===== src/rtl/btds_pkg.sv =====
// ----------------------------------------------------------------------------
// btds_pkg: shared types and constants for the byte translate/delete/squeeze
// filter. Holds the table entry layout, the item view seen by the filter
// stage and the configuration register codes.
// ----------------------------------------------------------------------------
`default_nettype none

package btds_pkg;

  // Configuration register indexes
  localparam int unsigned CfgIdxW = 1;
  localparam logic [CfgIdxW-1:0] CfgFoldEnable = 1'b0;
  localparam logic [CfgIdxW-1:0] CfgFoldChar   = 1'b1;
  localparam int unsigned CfgDataW = 8;

  // Item kinds carried in the action field
  localparam logic ActData       = 1'b0;
  localparam logic ActTableWrite = 1'b1;

  // One table entry: squeeze mark, delete mark and translation target
  typedef struct packed {
    logic       squeeze;
    logic       del;
    logic [7:0] target;
  } entry_t;

  // The parts of an input item the filter stage needs after the lookup
  typedef struct packed {
    logic       action;
    logic       new_stream;
    logic [7:0] byte_value;
  } item_t;

endpackage

`default_nettype wire


===== src/rtl/byte_translate_delete_squeeze.sv =====
// ----------------------------------------------------------------------------
// byte_translate_delete_squeeze: tr-style byte stream filter
// Translates, deletes or squeezes each data byte through per-byte tables
// that table-write items fill in; optional folding of a translated character.
// ----------------------------------------------------------------------------
//
//  Channel   Direction  Payload                                  Handshake
//  s_axis    in         tdata: byte_value, entry_target,          tvalid/tready
//                              entry_delete, entry_squeeze
//                       tuser: action, new_stream
//  m_axis    out        tdata: out_byte                          tvalid/tready
//  cfg       in         index 0 fold_enable, 1 fold_char         cfg_we_i
//
//  One item is accepted per cycle unless the input stalls; the table read data
//  and the item are registered into the decision stage, whose result is
//  registered into the output reg. The table memory read port and the last-byte
//  compare set that pace. Reset clears the per-slot valid bits at once, so each
//  slot reads as its own index with no marks; no clearing pass is needed and
//  items are taken right away. A stalled output holds the decision stage; input
//  stalls only when the decision stage is full and the output reg is stalled.
// ----------------------------------------------------------------------------
`default_nettype none

module byte_translate_delete_squeeze #(
  parameter int unsigned TABLE_ENTRIES = 256
) (
  input  wire logic                            clk_i,
  input  wire logic                            rst_ni,
  // Input items
  input  wire logic                            s_axis_tvalid,
  output logic                                 s_axis_tready,
  // [7:0] byte_value, [15:8] entry_target, [16] entry_delete,
  // [17] entry_squeeze, [23:18] zero
  input  wire logic [23:0]                     s_axis_tdata,
  // [0] action, [1] new_stream
  input  wire logic [1:0]                      s_axis_tuser,
  // Result items
  output logic                                 m_axis_tvalid,
  input  wire logic                            m_axis_tready,
  // [7:0] out_byte
  output logic [7:0]                           m_axis_tdata,
  // Configuration writes
  input  wire logic                            cfg_we_i,
  input  wire logic [btds_pkg::CfgIdxW-1:0]    cfg_addr_i,
  input  wire logic [btds_pkg::CfgDataW-1:0]   cfg_wdata_i
);

  // Only the first 256 slots can ever be addressed by a byte
  localparam int unsigned Depth = (TABLE_ENTRIES < 256) ? TABLE_ENTRIES : 256;
  localparam int unsigned SlotW = $clog2(Depth);

  typedef logic [SlotW-1:0] slot_lut_t [256];

  // Byte to slot map, worked out at elaboration
  function automatic slot_lut_t build_slot_lut();
    slot_lut_t lut;
    for (int i = 0; i < 256; i++) begin
      lut[i] = SlotW'(i % Depth);
    end
    return lut;
  endfunction

  localparam slot_lut_t SlotLut = build_slot_lut();

  logic             fold_enable_q;
  logic [7:0]       fold_char_q;

  logic             in_fire;
  logic             is_write;
  logic [SlotW-1:0] slot;
  btds_pkg::item_t  item;
  btds_pkg::entry_t wr_entry;
  btds_pkg::entry_t rd_entry;

  // Configuration registers; the user must write them only while the block is idle; the block does not enforce it
  always_ff @(posedge clk_i or negedge rst_ni) begin
    if (!rst_ni) begin
      fold_enable_q <= 1'b0;
      fold_char_q   <= '0;
    end else if (cfg_we_i) begin
      unique case (cfg_addr_i)
        btds_pkg::CfgFoldEnable: fold_enable_q <= cfg_wdata_i[0];
        btds_pkg::CfgFoldChar:   fold_char_q   <= cfg_wdata_i[7:0];
        default: ;
      endcase
    end
  end

  // Unpack the input item
  assign in_fire             = s_axis_tvalid && s_axis_tready;
  assign item.action         = s_axis_tuser[0];
  assign item.new_stream     = s_axis_tuser[1];
  assign item.byte_value     = s_axis_tdata[7:0];
  assign wr_entry.target     = s_axis_tdata[15:8];
  assign wr_entry.del        = s_axis_tdata[16];
  assign wr_entry.squeeze    = s_axis_tdata[17];
  assign is_write            = (item.action == btds_pkg::ActTableWrite);
  assign slot                = SlotLut[item.byte_value];

  // Writes land at accept; the next item's read already sees them
  btds_table #(
    .Depth (Depth),
    .SlotW (SlotW)
  ) u_table (
    .clk_i      (clk_i),
    .rst_ni     (rst_ni),
    .wr_en_i    (in_fire && is_write),
    .rd_en_i    (in_fire && !is_write),
    .slot_i     (slot),
    .wr_entry_i (wr_entry),
    .rd_entry_o (rd_entry)
  );

  btds_filter u_filter (
    .clk_i         (clk_i),
    .rst_ni        (rst_ni),
    .in_fire_i     (in_fire),
    .item_i        (item),
    .entry_i       (rd_entry),
    .fold_enable_i (fold_enable_q),
    .fold_char_i   (fold_char_q),
    .ready_o       (s_axis_tready),
    .out_valid_o   (m_axis_tvalid),
    .out_byte_o    (m_axis_tdata),
    .out_ready_i   (m_axis_tready)
  );

endmodule

`default_nettype wire


===== src/rtl/btds_table.sv =====
// ----------------------------------------------------------------------------
// btds_table: per-byte lookup memory
// One synchronous memory holds translate target, delete mark and squeeze mark
// for each slot. Per-slot valid bits, cleared by reset, make unwritten slots
// read as the identity/unmarked entry. Read data is registered.
// ----------------------------------------------------------------------------
`default_nettype none

module btds_table #(
  parameter int unsigned Depth = 256,
  parameter int unsigned SlotW = 8
) (
  input  wire logic               clk_i,
  input  wire logic               rst_ni,
  input  wire logic               wr_en_i,
  input  wire logic               rd_en_i,
  input  wire logic [SlotW-1:0]   slot_i,
  input  wire btds_pkg::entry_t   wr_entry_i,
  output btds_pkg::entry_t        rd_entry_o
);

  btds_pkg::entry_t mem_q [Depth];
  logic [Depth-1:0] vld_q;

  btds_pkg::entry_t rd_data_q;
  logic             rd_vld_q;
  logic [SlotW-1:0] rd_slot_q;

  // Mark slots as written
  always_ff @(posedge clk_i or negedge rst_ni) begin
    if (!rst_ni) begin
      vld_q <= '0;
    end else if (wr_en_i) begin
      vld_q[slot_i] <= 1'b1;
    end
  end

  always_ff @(posedge clk_i) begin
    if (wr_en_i) begin
      mem_q[slot_i] <= wr_entry_i;
    end
    if (rd_en_i) begin
      rd_data_q <= mem_q[slot_i];
      rd_vld_q  <= vld_q[slot_i];
      rd_slot_q <= slot_i;
    end
  end

  // Unwritten slot: translate to its own index, no marks
  always_comb begin
    if (rd_vld_q) begin
      rd_entry_o = rd_data_q;
    end else begin
      rd_entry_o.squeeze = 1'b0;
      rd_entry_o.del     = 1'b0;
      rd_entry_o.target  = 8'(rd_slot_q);
    end
  end

endmodule

`default_nettype wire


===== src/rtl/btds_filter.sv =====
// ----------------------------------------------------------------------------
// btds_filter: decision stage and output register
// Takes the looked-up entry, applies squeeze, delete and fold rules against
// the last output byte, and holds the result in an output register.
// ----------------------------------------------------------------------------
`default_nettype none

module btds_filter (
  input  wire logic              clk_i,
  input  wire logic              rst_ni,
  input  wire logic              in_fire_i,
  input  wire btds_pkg::item_t   item_i,
  input  wire btds_pkg::entry_t  entry_i,
  input  wire logic              fold_enable_i,
  input  wire logic [7:0]        fold_char_i,
  output logic                   ready_o,
  output logic                   out_valid_o,
  output logic [7:0]             out_byte_o,
  input  wire logic              out_ready_i
);

  logic            s1_vld_q;
  btds_pkg::item_t s1_item_q;
  logic            last_valid_q, last_valid_d;
  logic [7:0]      last_byte_q, last_byte_d;
  logic            out_vld_q;
  logic [7:0]      out_byte_q;

  logic       adv;
  logic       s1_fire;
  logic       lv;
  logic       emit;
  logic [7:0] res_byte;

  assign adv     = !out_vld_q || out_ready_i;
  assign s1_fire = s1_vld_q && adv;
  assign ready_o = !s1_vld_q || adv;

  always_comb begin
    lv           = s1_item_q.new_stream ? 1'b0 : last_valid_q;
    emit         = 1'b0;
    res_byte     = entry_i.target;
    last_valid_d = lv;
    last_byte_d  = last_byte_q;
    if (s1_item_q.action == btds_pkg::ActTableWrite) begin
      emit = 1'b0;
    end else if (entry_i.squeeze) begin
      res_byte     = s1_item_q.byte_value;
      emit         = !lv || (s1_item_q.byte_value != last_byte_q);
      last_byte_d  = s1_item_q.byte_value;
      last_valid_d = 1'b1;
    end else if (entry_i.del) begin
      emit = 1'b0;
    end else begin
      emit         = !(fold_enable_i && lv && (entry_i.target == last_byte_q) &&
                       (entry_i.target == fold_char_i));
      last_byte_d  = entry_i.target;
      last_valid_d = 1'b1;
    end
  end

  always_ff @(posedge clk_i or negedge rst_ni) begin
    if (!rst_ni) begin
      s1_vld_q     <= 1'b0;
      last_valid_q <= 1'b0;
      last_byte_q  <= '0;
      out_vld_q    <= 1'b0;
    end else begin
      if (ready_o) begin
        s1_vld_q <= in_fire_i;
      end
      if (s1_fire) begin
        last_valid_q <= last_valid_d;
        last_byte_q  <= last_byte_d;
      end
      if (adv) begin
        out_vld_q <= s1_fire && emit;
      end
    end
  end

  always_ff @(posedge clk_i) begin
    if (in_fire_i) begin
      s1_item_q <= item_i;
    end
    if (s1_fire && emit) begin
      out_byte_q <= res_byte;
    end
  end

  assign out_valid_o = out_vld_q;
  assign out_byte_o  = out_byte_q;

  // An emitted byte becomes the remembered last byte
  a_emit_tracks_last : assert property (@(posedge clk_i) disable iff (!rst_ni)
    (s1_fire && emit) |=> (last_valid_q && (last_byte_q == out_byte_q)))
    else $error("last byte does not match emitted item");

  // A table write never produces an output item
  a_write_no_output : assert property (@(posedge clk_i) disable iff (!rst_ni)
    (s1_fire && (s1_item_q.action == btds_pkg::ActTableWrite)) |=> !out_vld_q)
    else $error("table write produced an output item");

  // A table write that starts a stream leaves no last byte
  a_write_new_stream : assert property (@(posedge clk_i) disable iff (!rst_ni)
    (s1_fire && s1_item_q.new_stream &&
     (s1_item_q.action == btds_pkg::ActTableWrite)) |=> !last_valid_q)
    else $error("stream start not cleared on table write");

endmodule

`default_nettype wire

===== config.mk =====
export PLATFORM = sky130hd
export DESIGN_NAME = byte_translate_delete_squeeze
export DESIGN_NICKNAME = d
export VERILOG_FILES = /design/src/rtl/btds_pkg.sv /design/src/rtl/byte_translate_delete_squeeze.sv /design/src/rtl/btds_table.sv /design/src/rtl/btds_filter.sv
export SDC_FILE = /design/constraint.sdc
export NUM_CORES = 2
export LEC_CHECK = 0
export BUFFER_PORTS_ARGS = -buffer_cell sky130_fd_sc_hd__buf_2
export CORE_UTILIZATION = 64
export CTS_BUF_LIST = sky130_fd_sc_hd__clkbuf_8 sky130_fd_sc_hd__clkbuf_16
export CTS_CLUSTER_DIAMETER = 120
export CTS_CLUSTER_SIZE = 8
export DETAILED_ROUTE_END_ITERATION = 7
export MAX_ROUTING_LAYER = met4
export PLACE_DENSITY_LB_ADDON = 0.12
export SYNTH_ARGS = -nofsm -noshare
export SYNTH_HDL_FRONTEND = slang
export SYNTH_SLANG_ARGS = --single-unit

===== constraint.sdc =====
create_clock -name clk_i -period 4.8 [get_ports clk_i]
set_clock_uncertainty 0.15 [all_clocks]
set_input_delay 0.96 -clock clk_i [delete_from_list [all_inputs] [get_ports clk_i]]
set_output_delay 0.96 -clock clk_i [all_outputs]
set_load 0.01 [all_outputs]

Word level (Yosys, flattened, before mapping)
Memory sizes are Yosys's and may differ from the RTL's. A register that Yosys moved wholly into a read port is not among the register bits. Index checks and enable logic that the tools add are counted.

Add/subtract/negate cells: 0. $mul: 0. Div/mod/pow operators: 0. Order comparisons: 3. Equal/unequal tests: 4. Shift operators: 0. Multiplexer cells: 20. Bitwise gates (word level): 4. Reduce and logical (&&, ||, !) cells: 20.

Operators by type and width (number): OR 256 bit (1); 2-to-1 mux 8 bit (6); equality test 8 bit (2); 2-to-1 mux 1 bit (11); 2-to-1 mux 10 bit (1); greater-or-equal comparator 9 bit (second input constant) (1); logical AND 1 bit (9); < comparator 8 x 9 -> 1 bit (second input constant) (1); NOT 8 -> 9 bit (1); binary-select mux 1 bit (select 8 bit) (1); demux 1 bit (select 8 bit) (1); greater-or-equal comparator 8 x 1 -> 1 bit (second input constant) (1); != test 8 bit (1); logical NOT 1 bit (5); AND reduction 2 bit (2); logical OR 1 bit (3); AND reduction 3 bit (1); != test 2 x 1 -> 1 bit (second input constant) (1); NOT 1 bit (2).

Register bits after elaboration: 303. Latch bits: 0. RAM bits: 2560. ROM bits: 2048. Input port bits: 40. Output and inout bits: 10. Word-level logic and storage cells: 66. Memories: 2.

Memories: u_table.mem_q (words 256, bits a word 10, rd ports 1, clocked after Yosys merged registers in 1, wr ports 1, RTL line btds_table.sv:22) `btds_pkg::entry_t mem_q [Depth];`; (no name shown) (words 256, bits a word 8, rd ports 1, clocked after Yosys merged registers in 0, wr ports 0, RTL line byte_translate_delete_squeeze.sv:98) `assign slot = SlotLut[item.byte_value];`.

Longest topological paths before layout
Depth after elaboration: 9. Gate-level depth with buffers: 8. Mapped depth without buffers: 5.

Modules after synthesis
From an unflattened synthesis, not the netlist that was laid out.

Cells, all modules: 5149. Area total of the unflattened synthesis: 109771.5 um^2.

Modules (own cells, without submodules): btds_table (times used 1, cells each 5014, area each 107997.3 um^2, sequential area each 83850.4 um^2); btds_filter (times used 1, cells each 112, area each 1416.4 um^2, sequential area each 815.8 um^2); byte_translate_delete_squeeze (times used 1, cells each 23, area each 357.8 um^2, sequential area each 225.2 um^2).

Worst setup path after synthesis
Ideal clock, no wire load.

Path kind: input port to flip-flop. From: in s_axis_tdata[0]. To: mem u_table.mem_q[117][0] in the netlist's numbering (enable). Setup time: 376 ps. Data arrival time: 2793 ps. Data required time: 4274 ps. Setup slack: 1481 ps. Stages: 7. Path buffers: 4. Path through: buf_6 > clkbuf_1 > clkbuf_1 > nor2b_1 > nand2_1 > clkbuf_1 > nor2_1.

Cells in the longest elaborated chain, start to end: 4.

RTL lines: start, declared (RTL line byte_translate_delete_squeeze.sv:34) `input wire logic [23:0] s_axis_tdata,`; NOT 8 -> 9 bit (implied by the code) (RTL line byte_translate_delete_squeeze.sv:98); memory read (256 x 8 bit); 2-to-1 mux 8 bit (implied by the code) (2 in a row) (RTL line byte_translate_delete_squeeze.sv:98); end, declared (RTL line btds_table.sv:22).

No other way between the ends. The select of a mux whose other input is x is not followed.

Worst setup path in the final report
From: in s_axis_tdata[0]. To: reg u_table.rd_data_q[9] (netlist name).

Cells in the longest elaborated chain, start to end: 4.

RTL lines (RTL line): NOT 8 -> 9 bit (implied by the code) (byte_translate_delete_squeeze.sv:98); memory read (256 x 8 bit); 2-to-1 mux 8 bit (implied by the code) (2 in a row) (byte_translate_delete_squeeze.sv:98).

No other way between the ends. The select of a mux whose other input is x is not followed. A chain may end at the register's enable or synchronous reset.

==> flow_metrics.tcl <==
set metrics [dict create \
    outcome "complete, no violations" \
    holdWs_ns 0.0807 \
    detail_route.wl_per_cell_um 33.4 \
    num-nets-final 5880 \
    drc 0 \
    worst_path_arrival_ns 4.02 \
    worstSetupStartpoint "s_axis_tdata[0]" \
    async_reset_ff_frac 0.0961 \
    num_vias 57500 \
    layout.cell_area.non_filler_mm2 0.128 \
    place_congestion 0.891 \
    setup_repair_after_global_routing_missed_its_margin "false" \
    report.final.hold_viol_count 0 \
    startpoint_type "primary input" \
    die_h_um 417 \
    critical_path.max_stage_delay_ns 0.56 \
    synthFlopType "edfxtp_1" \
    io_buffer_count 43 \
    fin_total_pwr_mw 55.1 \
    most_heavily_used_metal_layer_in_global_routing "met2" \
    clkSinkCount 2873 \
    critPathCaptureType "flip-flop" \
    worstSetupPathType "in -> reg" \
    detailedRoute.firstPassIterationCount 5 \
    drt_first_iter_violations 7955 \
    worst-path-max-fanout 39 \
    tritoncts.num_buffers 409 \
    timing.hold.worst.start "cfg_wdata_i[3]" \
    use_met3 0.0642 \
    power.density_cell_area_mw_per_mm2 431 \
    cp.required_ns 5.30 \
    final.min_clock_period_ns 3.53 \
    yosys_reg_bits 2873 \
    synthDominantAreaCellType "edfxtp_1" \
    post_drt_via_cell_ratio 6.96 \
    switching_share 0.207 \
    globalRouteMet2Util 0.499 \
    ys_seq_area_frac 0.770 \
    power_leakage_nw 42.6 \
    clkPwrFrac 0.451 \
    grt_antenna_before_repair 7 \
    synth_cells 5222 \
    fp-row-count 151 \
    worst_slew_pin_slew_ns 1.27 \
    crit_path_frequent_cell "buf_12" \
    synth_area_per_cell_um2 21.1 \
    achievable-frequency_mhz 284 \
    worst_skew_pair.late_latency_ns 0.97 \
    maxSlewViolCount 0 \
    final_cell_mix "2,597 x edfxtp_1, 704 x mux4_2, 463 x buf_4" \
    cts_tree "built" \
    final-setup-viol-count 0 \
    layout.filler_cells 9075 \
    chipWidth_um 417 \
    layout-drive-gt1-share 0.293 \
    final.setup.tns_ns 0 \
    dieArea_mm2 0.174 \
    total_placed_cells_including_tap_cells 7723 \
    power_frac_comb 0.048 \
    htree_num_levels 5 \
    grt_pass1_vias 58200 \
    cap_violations 0 \
    regToRegStartpoint "u_filter.out_valid_o$_DFFE_PN0P_" \
    coreArea_mm2 0.170 \
    layout_commonest_cell "edfxtp_1" \
    synthDistinctLibCells 33 \
    p_seq_frac 0.502 \
    multi_input_comb_area_mm2 0.0241 \
    detail-route-antenna-nets 0 \
    synth_fp_nets 5262 \
    io_pins 50 \
    p_int_mw 43.7 \
    grt.met1_usage 0.463 \
    area_delta_synth_final_pct 15.9 \
    ctsResizeCount 0 \
    synth_largest_type_area_fraction 0.707 \
    path_cells "buf_8, buf_12, buf_12, mux4_2, a22oi_1, a21oi_1, o41ai_1, buf_4, nand4_1" \
    placed_area_mm2 0.117 \
    grt_start_max_net_pins 145 \
    crit_slowest_cell "mux4_2" \
    hold_path_class "in -> reg" \
    detailedPlacementHpwl_um 159000 \
    worst_ir_drop_vdd_mv 0.326 \
    synth_edf_count 2597 \
    ctsLongestPathBuffers 4 \
    synth.cell_area_mm2 0.110 \
    worst_slew_margin 0.156 \
    synthTopCellsByArea "edfxtp_1 71%, mux4_2 14%, dfrtp_1 6.3%, a22oi_1 2.4%, o21bai_1 1.7%" \
    timing.final.crit_share 0.734 \
    clock_slew_seen_by_the_registers_of_the_worst_setup_and_hold_paths_ns 0.05 \
    final_cell_count_no_fill 8260 \
    clock_root_buffer_master "clkbuf_16" \
    power_switching_mw 11.4 \
    seq_area_mm2 0.0849 \
    yosysWarningCount 0 \
    grt.total_usage 0.333 \
    routed_wl_um 276000 \
    grt_first_pass_wirelength_um 400000 \
    start_util 0.648 \
    globalRoute.totalOverflow 0 \
]
-- worst max-delay path, delay by kind of cell --
kind / cells / cell delay, ns
simple gates: 1 / 0.16
mux: 1 / 0.56
buf+inv: 4 / 1.27
compound gates: 3 / 1.00
-- per-layer routing --
| metal | share of wire | up-vias |
|---|---|---|
| li1 | - | 23000 |
| met1 | 0.38 | 30400 |
| met2 | 0.48 | 3546 |
| met3 | 0.099 | 589 |
| met4 | 0.039 | 0 |
| met5 | 0 | - |
-- power by group through the flow --
stage	clock, mW	sequential [mW]	combinational (mW)
after floorplan	0	28.1	1.36
after global placement	0	28.1	2.54
after detailed placement	0	28.1	2.60
after CTS	25.1	27.6	2.62
after global routing	26.1	27.6	2.75
final	24.8	27.6	2.62
-- timing repair --
| action | in CTS | in global routing |
|---|---|---|
| setup endpoints to repair | 0 | 0 |
| buffers inserted | 0 | 0 |
| endpoints found under the hold margin | 20 | 0 |
| hold buffers | 1 | 0 |
-- synthesized netlist by cell type, drive strengths merged, types with 7 or more instances --
cell type,number
a21oi,176
a22oi,352
a21o,8
or2,9
nor2,270
edfxtp,2597
o21bai,257
dfrtp,276
buf,125
nand2,58
nand3,7
clkbuf,240
nand4,16
mux4,704
o41ai,44
mux2i,24
a31oi,8
mux2,9
nor2b,10
a211oi,8
-- area by class of cell --
class	instances	share of cell area
Timing Repair Buffer	572	0.0401
Antenna cell	5	0.0000979
Inverter	1	0.0000294
Clock buffer	418	0.0818
Tap cell	2295	0.0225
Multi-Input combinational cell	1983	0.188
Clock inverter	113	0.00353
Sequential cell	2873	0.664
-- path summary, 6_finish.rpt --
check / end / slack [ns] / cells past startpoint
worst min register to register: u_table.vld_q[159]$_DFFE_PN0P_ / 0.31 / 1
worst min-delay path: fold_char_q[3]$_DFFE_PN0P_ / 0.08 / 2
min in group asynchronous: fold_char_q[3]$_DFFE_PN0P_ / 0.52 / 2
max in group asynchronous: u_table.vld_q[80]$_DFFE_PN0P_ / 2.82 / 3
worst max register to register: u_table.mem_q[252][3]$_DFFE_PP_ / 1.39 / 6
worst max-delay path: u_table.rd_data_q[9]$_DFFE_PP_ / 1.27 / 9
-- sequential cells by signal, summed over array words and instances, names as in the netlist --
register	cells
u_table.rd_slot_q	8
u_filter.s1_item_q	10
u_filter.s1_vld_q	1
u_filter.last_valid_q	1
u_filter.out_byte_o	8
fold_char_q	8
u_filter.out_valid_o	1
u_table.rd_vld_q	1
u_table.rd_data_q	10
u_table.vld_q	256
fold_enable_q	1
u_table.mem_q	2560
u_filter.last_byte_q	8
-- metrics by stage --
stage                util  setup slack [ns]
floorplan               -              1.48
global placement    0.687             0.422
detailed placement  0.687             0.370
CTS                 0.751              1.33
global route        0.751              1.21
finish              0.751              1.27
-- cells by family after synthesis --
| logic type | Yosys count | share of synthesized area |
|---|---|---|
| xor gates and xnor gates | 8 | 0.000635 |
| buffers and inverters | 366 | 0.0140 |
| and+or+nand+nor | 384 | 0.0143 |
| muxes | 737 | 0.147 |
| AOI/OAI and AO/OA | 854 | 0.0545 |
| DFF | 2873 | 0.770 |
Note: power is estimated with default switching activity, not from simulation.
